===== config.mk =====
export PLATFORM = sky130hd
export DESIGN_NAME = distance_vector_route_table
export DESIGN_NICKNAME = d
export VERILOG_FILES = /design/src/rtl/dvrt_pkg.sv /design/src/rtl/dvrt_ram.sv /design/src/rtl/dvrt_neighbour.sv /design/src/rtl/distance_vector_route_table.sv
export SDC_FILE = /design/constraint.sdc
export NUM_CORES = 2
export LEC_CHECK = 0
export BUFFER_PORTS_ARGS = -buffer_cell sky130_fd_sc_hd__buf_2
export CAP_MARGIN = 20
export CELL_PAD_IN_SITES_DETAIL_PLACEMENT = 1
export CELL_PAD_IN_SITES_GLOBAL_PLACEMENT = 1
export CORE_MARGIN = 1
export CORE_UTILIZATION = 45
export DETAILED_ROUTE_END_ITERATION = 8
export PLACE_DENSITY = 0.76
export SLEW_MARGIN = 20
export SYNTH_ARGS = -nofsm -noshare
export SYNTH_HDL_FRONTEND = slang
export SYNTH_HIERARCHICAL = 1
export SYNTH_SLANG_ARGS = --single-unit

===== constraint.sdc =====
create_clock -name clock -period 5.57 [get_ports clock]
set_input_delay 1.671 -clock clock [delete_from_list [all_inputs] [get_ports clock]]
set_output_delay 1.671 -clock clock [all_outputs]
set_load 0.01 [all_outputs]

===== src/rtl/dvrt_pkg.sv =====
// ----------------------------------------------------------------------------
// dvrt_pkg
// Shared types and constants of the distance-vector route table.
// ----------------------------------------------------------------------------
package dvrt_pkg;

   localparam int NODES            = 32;
   localparam int ID_W             = 5;
   localparam int COST_W           = 8;
   localparam int CSR_IDX_W        = 2;
   localparam int CSR_DATA_W       = 32;
   localparam int SLOTS            = 2 ** ID_W;
   localparam logic [COST_W-1:0] UNREACHABLE_COST = COST_W'(128);
   localparam logic [COST_W-1:0] SILENCE_RESET    = COST_W'(2);
   localparam logic [COST_W-1:0] COUNT_MAX        = '1;

   localparam logic [1:0] ACT_HELLO  = 2'd0;
   localparam logic [1:0] ACT_UPDATE = 2'd1;
   localparam logic [1:0] ACT_DATA   = 2'd2;
   localparam logic [1:0] ACT_TICK   = 2'd3;

   localparam logic [1:0] KIND_BCAST   = 2'd0;
   localparam logic [1:0] KIND_DELIVER = 2'd1;
   localparam logic [1:0] KIND_FORWARD = 2'd2;
   localparam logic [1:0] KIND_RETURN  = 2'd3;

   localparam logic [CSR_IDX_W-1:0] CSR_LOCAL_ID       = 2'd0;
   localparam logic [CSR_IDX_W-1:0] CSR_NEIGHBOUR_MASK = 2'd1;
   localparam logic [CSR_IDX_W-1:0] CSR_SILENCE_LIMIT  = 2'd2;

   typedef struct packed {
      logic [1:0]        action;
      logic [ID_W-1:0]   sender_node;
      logic [ID_W-1:0]   target_node;
      logic [COST_W-1:0] offered_cost;
   } req_type;

   typedef struct packed {
      logic [1:0]        kind;
      logic [ID_W-1:0]   node_id;
      logic [COST_W-1:0] route_cost;
      logic              last;
   } rsp_type;

   typedef struct packed {
      logic [COST_W-1:0] cost;
      logic [ID_W-1:0]   next_hop;
   } route_type;

   typedef struct packed {
      logic            age;
      logic            hello;
      logic [ID_W-1:0] hello_node;
      logic            drop;
      logic [ID_W-1:0] drop_node;
   } nbr_ctl_type;

   typedef struct packed {
      logic [SLOTS-1:0] up;
      logic [SLOTS-1:0] silent;
   } nbr_stat_type;

endpackage


===== src/rtl/dvrt_ram.sv =====
// ----------------------------------------------------------------------------
// dvrt_ram
// Generic single-write, single-read RAM with a registered read port.
// ----------------------------------------------------------------------------
module dvrt_ram #(
   parameter int WIDTH = 8,
   parameter int DEPTH = 32
) (
   input  logic                     clock,
   input  logic                     we,
   input  logic [$clog2(DEPTH)-1:0] waddr,
   input  logic [WIDTH-1:0]         wdata,
   input  logic                     re,
   input  logic [$clog2(DEPTH)-1:0] raddr,
   output logic [WIDTH-1:0]         rdata
);

   logic [WIDTH-1:0] mem [DEPTH];
   logic [WIDTH-1:0] rdata_ff;

   always_ff @(posedge clock) begin
      if (we) begin
         mem[waddr] <= wdata;
      end
      if (re) begin
         rdata_ff <= mem[raddr];
      end
   end

   assign rdata = rdata_ff;

endmodule


===== src/rtl/dvrt_neighbour.sv =====
// ----------------------------------------------------------------------------
// dvrt_neighbour
// Per-node silence counters and up flags, with the silent-neighbour vector.
// ----------------------------------------------------------------------------
module dvrt_neighbour import dvrt_pkg::*; (
   input  logic              clock,
   input  logic              reset,
   input  nbr_ctl_type       ctl,
   input  logic [NODES-1:0]  neighbour_mask,
   input  logic [COST_W-1:0] silence_limit,
   output nbr_stat_type      stat
);

   logic [COST_W-1:0] count_ff [NODES];
   logic [COST_W-1:0] count_in [NODES];
   logic [NODES-1:0]  up_ff, up_in;

   always_comb begin
      for (int e = 0; e < NODES; e++) begin
         count_in[e] = count_ff[e];
         up_in[e]    = up_ff[e];
         if (ctl.age && neighbour_mask[e] && count_ff[e] != COUNT_MAX) begin
            count_in[e] = count_ff[e] + COST_W'(1);
         end
         if (ctl.hello && ctl.hello_node == ID_W'(e)) begin
            count_in[e] = '0;
            up_in[e]    = 1'b1;
         end
         if (ctl.drop && ctl.drop_node == ID_W'(e)) begin
            up_in[e] = 1'b0;
         end
      end
   end

   always_ff @(posedge clock) begin
      if (reset) begin
         up_ff <= '0;
         for (int e = 0; e < NODES; e++) begin
            count_ff[e] <= '0;
         end
      end else begin
         up_ff <= up_in;
         for (int e = 0; e < NODES; e++) begin
            count_ff[e] <= count_in[e];
         end
      end
   end

   always_comb begin
      stat = '0;
      for (int e = 0; e < NODES; e++) begin
         stat.up[e]     = up_ff[e];
         stat.silent[e] = neighbour_mask[e] && (count_ff[e] > silence_limit);
      end
   end

endmodule


===== src/rtl/distance_vector_route_table.sv =====
// ----------------------------------------------------------------------------
// distance_vector_route_table
// Route table of one distance-vector node: hello, update, data and tick.
// ----------------------------------------------------------------------------
// Input words arrive on req_valid/req_ready with a req_type payload; result
// words leave on rsp_valid/rsp_ready with a rsp_type payload, and the last
// word of one input carries last. Registers are written on csr_valid with
// csr_index and csr_data; csr_ready is always high.
// Costs and next hops live in a 32-entry RAM with a registered read port;
// per-entry valid flops make an unwritten entry read as unreachable via 0,
// so no clearing pass is needed and the block is ready right after reset.
// Data packets and short updates pass from S_EXEC straight to S_FINISH. A
// hello to a new neighbour, an improving update or a tick while some neighbour
// is up walks the RAM one entry per cycle, except while a word to emit waits
// for the receiver to raise rsp_ready.
// A new input is taken only after the previous one has produced all of its
// words. One word is held back in a pending register until the next one is
// known, so the last flag is right even when a tick scan ends on a miss.
// Reset clears the state machine, the valid flags, neighbour state and the
// registers; a stalled receiver holds the table walk at the next word to emit.
// ----------------------------------------------------------------------------
module distance_vector_route_table import dvrt_pkg::*; (
   input  logic                  clock,
   input  logic                  reset,
   input  logic                  req_valid,
   output logic                  req_ready,
   input  req_type               req_data,
   output logic                  rsp_valid,
   input  logic                  rsp_ready,
   output rsp_type               rsp_data,
   input  logic                  csr_valid,
   output logic                  csr_ready,
   input  logic [CSR_IDX_W-1:0]  csr_index,
   input  logic [CSR_DATA_W-1:0] csr_data
);

   typedef enum logic [6:0] {
      S_IDLE    = 7'b0000001,
      S_EXEC    = 7'b0000010,
      S_DUMP_RD = 7'b0000100,
      S_DUMP_EM = 7'b0001000,
      S_SCAN_RD = 7'b0010000,
      S_SCAN_EM = 7'b0100000,
      S_FINISH  = 7'b1000000
   } state_type;

   state_type state_ff, state_in;

   // Configuration registers.
   logic [ID_W-1:0]   local_id_ff;
   logic [NODES-1:0]  mask_ff;
   logic [COST_W-1:0] limit_ff;

   always_ff @(posedge clock) begin
      if (reset) begin
         local_id_ff <= '0;
         mask_ff     <= '0;
         limit_ff    <= SILENCE_RESET;
      end else if (csr_valid) begin
         case (csr_index)
            CSR_LOCAL_ID:       local_id_ff <= csr_data[ID_W-1:0];
            CSR_NEIGHBOUR_MASK: mask_ff     <= csr_data[NODES-1:0];
            CSR_SILENCE_LIMIT:  limit_ff    <= csr_data[COST_W-1:0];
            default: ;
         endcase
      end
   end

   assign csr_ready = 1'b1;

   // Item, walk index, result pending and output registers.
   req_type         item_ff, item_in;
   logic [ID_W-1:0] idx_ff, idx_in;
   rsp_type         pend_ff, pend_in;
   logic            pend_valid_ff, pend_valid_in;
   rsp_type         rsp_ff, rsp_in;
   logic            rsp_valid_ff, rsp_valid_in;
   logic [SLOTS-1:0] route_valid_ff, route_valid_in;
   logic            rd_valid_ff, rd_valid_in;

   // RAM ports.
   logic            ram_we, ram_re;
   logic [ID_W-1:0] ram_waddr, ram_raddr;
   route_type       ram_wdata, ram_rdata;

   dvrt_ram #(
      .WIDTH ($bits(route_type)),
      .DEPTH (SLOTS)
   ) u_route_ram (
      .clock (clock),
      .we    (ram_we),
      .waddr (ram_waddr),
      .wdata (ram_wdata),
      .re    (ram_re),
      .raddr (ram_raddr),
      .rdata (ram_rdata)
   );

   nbr_ctl_type  nbr_ctl;
   nbr_stat_type nbr_stat;

   dvrt_neighbour u_neighbour (
      .clock          (clock),
      .reset          (reset),
      .ctl            (nbr_ctl),
      .neighbour_mask (mask_ff),
      .silence_limit  (limit_ff),
      .stat           (nbr_stat)
   );

   // The entry last read; an entry never written reads as unreachable via 0.
   logic [COST_W-1:0] cur_cost;
   logic [ID_W-1:0]   cur_hop;
   assign cur_cost = rd_valid_ff ? ram_rdata.cost : UNREACHABLE_COST;
   assign cur_hop  = rd_valid_ff ? ram_rdata.next_hop : '0;

   logic              out_free, can_emit, emit_go;
   logic [1:0]        emit_kind;
   logic [ID_W-1:0]   emit_node;
   logic [COST_W-1:0] emit_cost;
   logic [COST_W:0]   new_cost;
   logic [COST_W-1:0] sat_cost;
   logic              sender_ok, target_ok, hit;

   assign out_free  = !rsp_valid_ff || rsp_ready;
   assign can_emit  = !pend_valid_ff || out_free;
   assign sender_ok = 32'(item_ff.sender_node) < NODES;
   assign target_ok = 32'(item_ff.target_node) < NODES;
   assign sat_cost  = (item_ff.offered_cost > UNREACHABLE_COST) ?
                      UNREACHABLE_COST : item_ff.offered_cost;
   assign new_cost  = {1'b0, sat_cost} + (COST_W+1)'(1);
   assign hit       = nbr_stat.silent[idx_ff] || nbr_stat.silent[cur_hop];

   always_comb begin
      state_in       = state_ff;
      item_in        = item_ff;
      idx_in         = idx_ff;
      pend_in        = pend_ff;
      pend_valid_in  = pend_valid_ff;
      rsp_in         = rsp_ff;
      rsp_valid_in   = rsp_valid_ff && !rsp_ready;
      route_valid_in = route_valid_ff;
      rd_valid_in    = rd_valid_ff;
      ram_we         = 1'b0;
      ram_waddr      = '0;
      ram_wdata      = '0;
      ram_re         = 1'b0;
      ram_raddr      = '0;
      nbr_ctl        = '0;
      emit_go        = 1'b0;
      emit_kind      = KIND_BCAST;
      emit_node      = '0;
      emit_cost      = '0;
      req_ready      = 1'b0;

      case (state_ff)
         S_IDLE: begin
            req_ready = 1'b1;
            if (req_valid) begin
               item_in   = req_data;
               ram_re    = 1'b1;
               ram_raddr = req_data.target_node;
               state_in  = S_EXEC;
            end
         end

         S_EXEC: begin
            idx_in   = '0;
            state_in = S_FINISH;
            case (item_ff.action)
               ACT_HELLO: begin
                  if (sender_ok) begin
                     ram_we    = 1'b1;
                     ram_waddr = item_ff.sender_node;
                     ram_wdata = '{cost: COST_W'(1), next_hop: item_ff.sender_node};
                     emit_go   = 1'b1;
                     emit_node = item_ff.sender_node;
                     emit_cost = COST_W'(1);
                     if (mask_ff[item_ff.sender_node]) begin
                        nbr_ctl.hello      = 1'b1;
                        nbr_ctl.hello_node = item_ff.sender_node;
                        if (!nbr_stat.up[item_ff.sender_node]) begin
                           state_in = S_DUMP_RD;
                        end
                     end
                  end
               end
               ACT_UPDATE: begin
                  if (sender_ok && target_ok) begin
                     if ({1'b0, cur_cost} > new_cost) begin
                        ram_we    = 1'b1;
                        ram_waddr = item_ff.target_node;
                        ram_wdata = '{cost: new_cost[COST_W-1:0],
                                      next_hop: item_ff.sender_node};
                        state_in  = S_DUMP_RD;
                     end else if (new_cost >= {1'b0, UNREACHABLE_COST}) begin
                        ram_we    = 1'b1;
                        ram_waddr = item_ff.target_node;
                        ram_wdata = '{cost: UNREACHABLE_COST, next_hop: cur_hop};
                        if (cur_cost != UNREACHABLE_COST) begin
                           emit_go   = 1'b1;
                           emit_node = item_ff.target_node;
                           emit_cost = UNREACHABLE_COST;
                        end
                     end
                  end
               end
               ACT_DATA: begin
                  emit_go = 1'b1;
                  if (item_ff.target_node == local_id_ff) begin
                     emit_kind = KIND_DELIVER;
                     emit_node = item_ff.target_node;
                  end else if (target_ok && 32'(cur_hop) < NODES && mask_ff[cur_hop]) begin
                     emit_kind = KIND_FORWARD;
                     emit_node = cur_hop;
                     emit_cost = cur_cost;
                  end else begin
                     emit_kind = KIND_RETURN;
                     emit_node = item_ff.sender_node;
                  end
               end
               ACT_TICK: begin
                  nbr_ctl.age = 1'b1;
                  if (|nbr_stat.up) begin
                     state_in = S_SCAN_RD;
                  end
               end
               default: ;
            endcase
         end

         S_DUMP_RD, S_SCAN_RD: begin
            ram_re    = 1'b1;
            ram_raddr = idx_ff;
            state_in  = (state_ff == S_DUMP_RD) ? S_DUMP_EM : S_SCAN_EM;
         end

         S_DUMP_EM, S_SCAN_EM: begin
            if (state_ff == S_SCAN_EM && !hit) begin
               emit_go = 1'b0;
            end else begin
               emit_go   = can_emit;
               emit_node = idx_ff;
               emit_cost = (state_ff == S_SCAN_EM) ? UNREACHABLE_COST : cur_cost;
            end
            if (state_ff == S_SCAN_EM && hit && can_emit) begin
               ram_we            = 1'b1;
               ram_waddr         = idx_ff;
               ram_wdata         = '{cost: UNREACHABLE_COST, next_hop: cur_hop};
               nbr_ctl.drop      = 1'b1;
               nbr_ctl.drop_node = idx_ff;
            end
            if (emit_go || (state_ff == S_SCAN_EM && !hit)) begin
               if (idx_ff == ID_W'(NODES - 1)) begin
                  state_in = S_FINISH;
               end else begin
                  idx_in    = idx_ff + ID_W'(1);
                  ram_re    = 1'b1;
                  ram_raddr = idx_ff + ID_W'(1);
               end
            end
         end

         S_FINISH: begin
            if (!pend_valid_ff) begin
               state_in = S_IDLE;
            end else if (out_free) begin
               rsp_in        = pend_ff;
               rsp_in.last   = 1'b1;
               rsp_valid_in  = 1'b1;
               pend_valid_in = 1'b0;
               state_in      = S_IDLE;
            end
         end

         default: state_in = S_IDLE;
      endcase

      // A new result word pushes the held one out and takes its place.
      if (emit_go) begin
         if (pend_valid_ff) begin
            rsp_in       = pend_ff;
            rsp_valid_in = 1'b1;
         end
         pend_in       = '{kind: emit_kind, node_id: emit_node,
                           route_cost: emit_cost, last: 1'b0};
         pend_valid_in = 1'b1;
      end

      if (ram_we) begin
         route_valid_in[ram_waddr] = 1'b1;
      end
      if (ram_re) begin
         rd_valid_in = route_valid_ff[ram_raddr];
      end
   end

   always_ff @(posedge clock) begin
      if (reset) begin
         state_ff       <= S_IDLE;
         pend_valid_ff  <= 1'b0;
         rsp_valid_ff   <= 1'b0;
         route_valid_ff <= '0;
         rd_valid_ff    <= 1'b0;
      end else begin
         state_ff       <= state_in;
         pend_valid_ff  <= pend_valid_in;
         rsp_valid_ff   <= rsp_valid_in;
         route_valid_ff <= route_valid_in;
         rd_valid_ff    <= rd_valid_in;
      end
   end

   always_ff @(posedge clock) begin
      item_ff <= item_in;
      idx_ff  <= idx_in;
      pend_ff <= pend_in;
      rsp_ff  <= rsp_in;
   end

   assign rsp_valid = rsp_valid_ff;
   assign rsp_data  = rsp_ff;

endmodule

==> run_results.csv <==
group,metric,value,unit
logic_synthesis,synth_fp_nets,4376,
drt,first_pass_iters,5,
setup_path,path_max_fanout,52,
flow_run,drv_cap,0,
logic_synthesis,synth_cell_types,101,
logic_synthesis,synth.area.mux_share,8.64,%
clock_network,cts_tree,"done",
drt,drt_wl_total,144,mm
logic_synthesis,ys_top_cells_by_count,"485 x edfxtp_1, 375 x dfxtp_1, 314 x mux2i_1, 314 x nor2_1, 298 x ha_1",
logic_synthesis,ys_seq_elements,860,
finish,area_growth,13.8,%
place,place_ws,-313,ps
grt,overflow,0,
floorplan,core-area,97100,um^2
logic_synthesis,synth.most_common_cell,"edfxtp_1",
pwr,power.leakage,18.4,nW
logic_synthesis,async_flop_share,0,%
sta,setup_tns,0,ps
sta,tightest_slew,1200,ps
logic_synthesis,synthSimpleGateAreaFrac,15.3,%
grt,grt_pass1_wl,218,mm
logic_synthesis,synth_top_area_cell,"edfxtp_1",
finish,multi_input_area,21300,um^2
clock_network,clk_pin_slew,60,ps
logic_synthesis,synth_top_family_by_area,"simple AND/OR/NAND/NOR gates",
logic_synthesis,yosysSeqAreaShare,49.8,%
finish,fin_cells,5583,
floorplan,die_x,316,um
sta,rsz0062_at_grt,"true",
floorplan,io_pins,78,
logic_synthesis,avgSynthCellArea,11.0,um^2
worst_hold_path,min_path_type,"reg2reg",
finish,regArea,22100,um^2
setup_path,r2r-start,"limit_ff[3]",
floorplan,design.die.area,99800,um^2
sta,fin_ws,33.3,ps
setup_path,worstPathCellList,"inv_4 > buf_4 > ha_1 > o211ai_1 > a21o_1 > a31oi_1 > mux2_2 > a21oi_1 > a211oi_1 > a311oi_2 > o2111ai_2 > nand2_1 > a222oi_1 > inv_1 > nor2b_4 > buf_12 > a22o_1 > nor3_1 > a31oi_1 > nand3_1",
logic_synthesis,synth_top_cells_by_area,"edfxtp_1 33%, dfxtp_1 17%, ha_1 8.4%",
setup_path,crit_buf_inv,4,
setup_path,rrSetupSlack,30,ps
drt,drc,0,
grt,antenna_found_initial,6,
clock_network,cts.htree.levels,3,
setup_path,cp.required,5990,ps
logic_synthesis,syn_area,44400,um^2
place,place_inst,5399,
floorplan,rows,114,
setup_path,cp.arrival,5960,ps
logic_synthesis,yosys.area.top_type_share,32.8,%
logic_synthesis,ys.flop_type,"edfxtp_1",
logic_synthesis,synth_cells,4019,
logic_synthesis,synth_edf_count,485,
clock_network,clockBufferDepth,3,
clock_network,numCtsBuffers,94,
sta,fin_skew,58.5,ps
finish,fillCellCount,10325,
place,dp_hpwl,101,mm
grt,grt_pass1_vias,35808,
pwr,worst_ir_drop_vdd,0.353,mV
setup_path,slowest_delay,540,ps
setup_path,crit_type,"reg2reg",
logic_synthesis,synth-warning-count,6,
sta,relSlewSlack,19.9,%
sta,final_hold_viol_count,0,
sta,setup_viol,0,
drt,wire_per_inst,25.8,um
pwr,cellPowerDensity,286,nW/um^2
floorplan,start_util,45.7,%
place,io_buffer_count,76,
setup_path,cp_top_family,"compound AO/OA/AOI/OAI gates",
logic_synthesis,synth_compound_gate_area_share,13.6,%
worst_hold_path,worstHoldStart,"route_valid_ff[10]",
setup_path,crit_path_start,"limit_ff[3]",
sta,slew_violations,0,
sta,finalCritPeriodShare,99.4,%
setup_path,cpMostUsedCell,"a31oi_1",
logic_synthesis,yosys.area_share.xor_xnor,1.70,%
drt,viasPerCell,6.29,
clock_network,cts_root_buffer,"clkbuf_16",
drt,drt_iter0_drc,2951,
floorplan,die_h,316,um
clock_network,numClockSinks,860,
status,outcome,"completed",
logic_synthesis,synthAdderAreaFrac,8.41,%
setup_path,cp-end-kind,"flop",
setup_path,start_kind,"flop",
finish,fin_nets,4583,
setup_path,crit_slowest_cell,"a222oi_1",
clock_network,clk_latency,730,ps
sta,layout_min_cycle_time,5540,ps
grt,grt_max_degree,53,
drt,ant_nets,0,
sta,fmax,181,MHz
grt,grt_usage,28.5,%
finish,drive_above_1_share,12.0,%
place,place_congestion,0.894,
drt,vias,35131,
-- per-stage QoR --
stage | total power, mW | instance area [um^2] | hold slack, ps | utilization (%)
3_3_place_gp | 7.85 | 47000 | 444 | 48.4
2_1_floorplan | 7.51 | 44400 | 432 | -
5_1_grt | 14.8 | 50500 | 479 | 51.9
4_1_cts | 14.5 | 50300 | 468 | 51.8
3_5_place_dp | 7.88 | 47000 | 451 | 48.4
6_report | 14.4 | 50500 | 467 | 52.0
-- registers in the layout (all words and copies together), names as in the netlist, named ones only --
| name | count |
|---|---|
| u_route_ram/mem | 416 |
| u_neighbour/count_ff | 256 |
| mask_ff | 32 |
| route_valid_ff | 32 |
| u_neighbour/up_ff | 32 |
| item_ff | 20 |
| pend_ff | 15 |
| u_route_ram/rdata | 13 |
| limit_ff | 8 |
| state_ff | 7 |
| idx_ff | 5 |
| local_id_ff | 5 |
| pend_valid_ff | 1 |
| rd_valid_ff | 1 |
| rsp_valid | 1 |
-- report_power, final --
part | internal, mW | leakage, nW | switching, mW
Clock | 3.91 | 1.58 | 2.74
Sequential | 6.71 | 7.61 | 0.109
Combinational | 0.352 | 9.21 | 0.615
-- layout by cell type, fill, tap and decap left out, drive strengths merged, types with 19 or more instances in the layout --
master   count
clkbuf     119
buf        243
ha         298
inv         82
a211oi      57
mux2i      314
nor2b       63
o2bb2ai     28
dfxtp      375
a21o        49
clkinv      32
nand2      263
a22oi       66
o21ai      142
and2        72
nor2       317
nand4      132
and3        56
a22o        29
nand3      133
o211ai      71
and4        46
xor2        42
nor3       101
nand2b      19
edfxtp     485
a21oi      250
xnor2       44
mux4        27
nor4        20
or3         20
a31oi       84
-- cell type report --
class / instances / share of cell area, %
inverters: 81 / 0.622
flip-flops and latches: 860 / 43.7
clock buffers: 119 / 4.97
well taps: 1276 / 3.16
clock inverters: 53 / 1.51
repair buffers: 243 / 3.69
multi-input cells: 2946 / 42.3
diodes: 5 / 0.0248
-- kinds of logic (layout without fill, tap and decap cells) --
group | count (synthesis) | in the layout
AOI/OAI and AO/OA | 903 | 903
xor gates and xnor gates | 86 | 86
DFF | 860 | 860
other | 1 | 6
muxes | 348 | 348
adders and majority gates | 298 | 298
and+or+nand+nor | 1310 | 1310
buffers and inverters | 213 | 496
-- final timing paths --
| kind | cells past startpoint | end |
|---|---|---|
| min | 1 | route_valid_ff[10] |
| max reg2reg | 20 | u_route_ram/rdata[6] |
| min reg2reg | 1 | route_valid_ff[10] |
| max | 20 | u_route_ram/rdata[6] |
-- repair_timing --
item,4_1_cts,5_1_grt
endpoints found under the setup margin,73,257
buffers inserted,3,0
hold buffers,0,0
pin swaps,1,0
gates resized for setup,6,10
-- layer usage --
layer  global-route usage (%)  vias up  wire length, um
met5                        0        -               27
met4                     12.9        4             6480
met3                     4.41      362             8270
met2                     48.5     1169            70200
met1                     35.6    17699            59300
li1                         -    15897                -
Power figures use the tool's default switching activity.
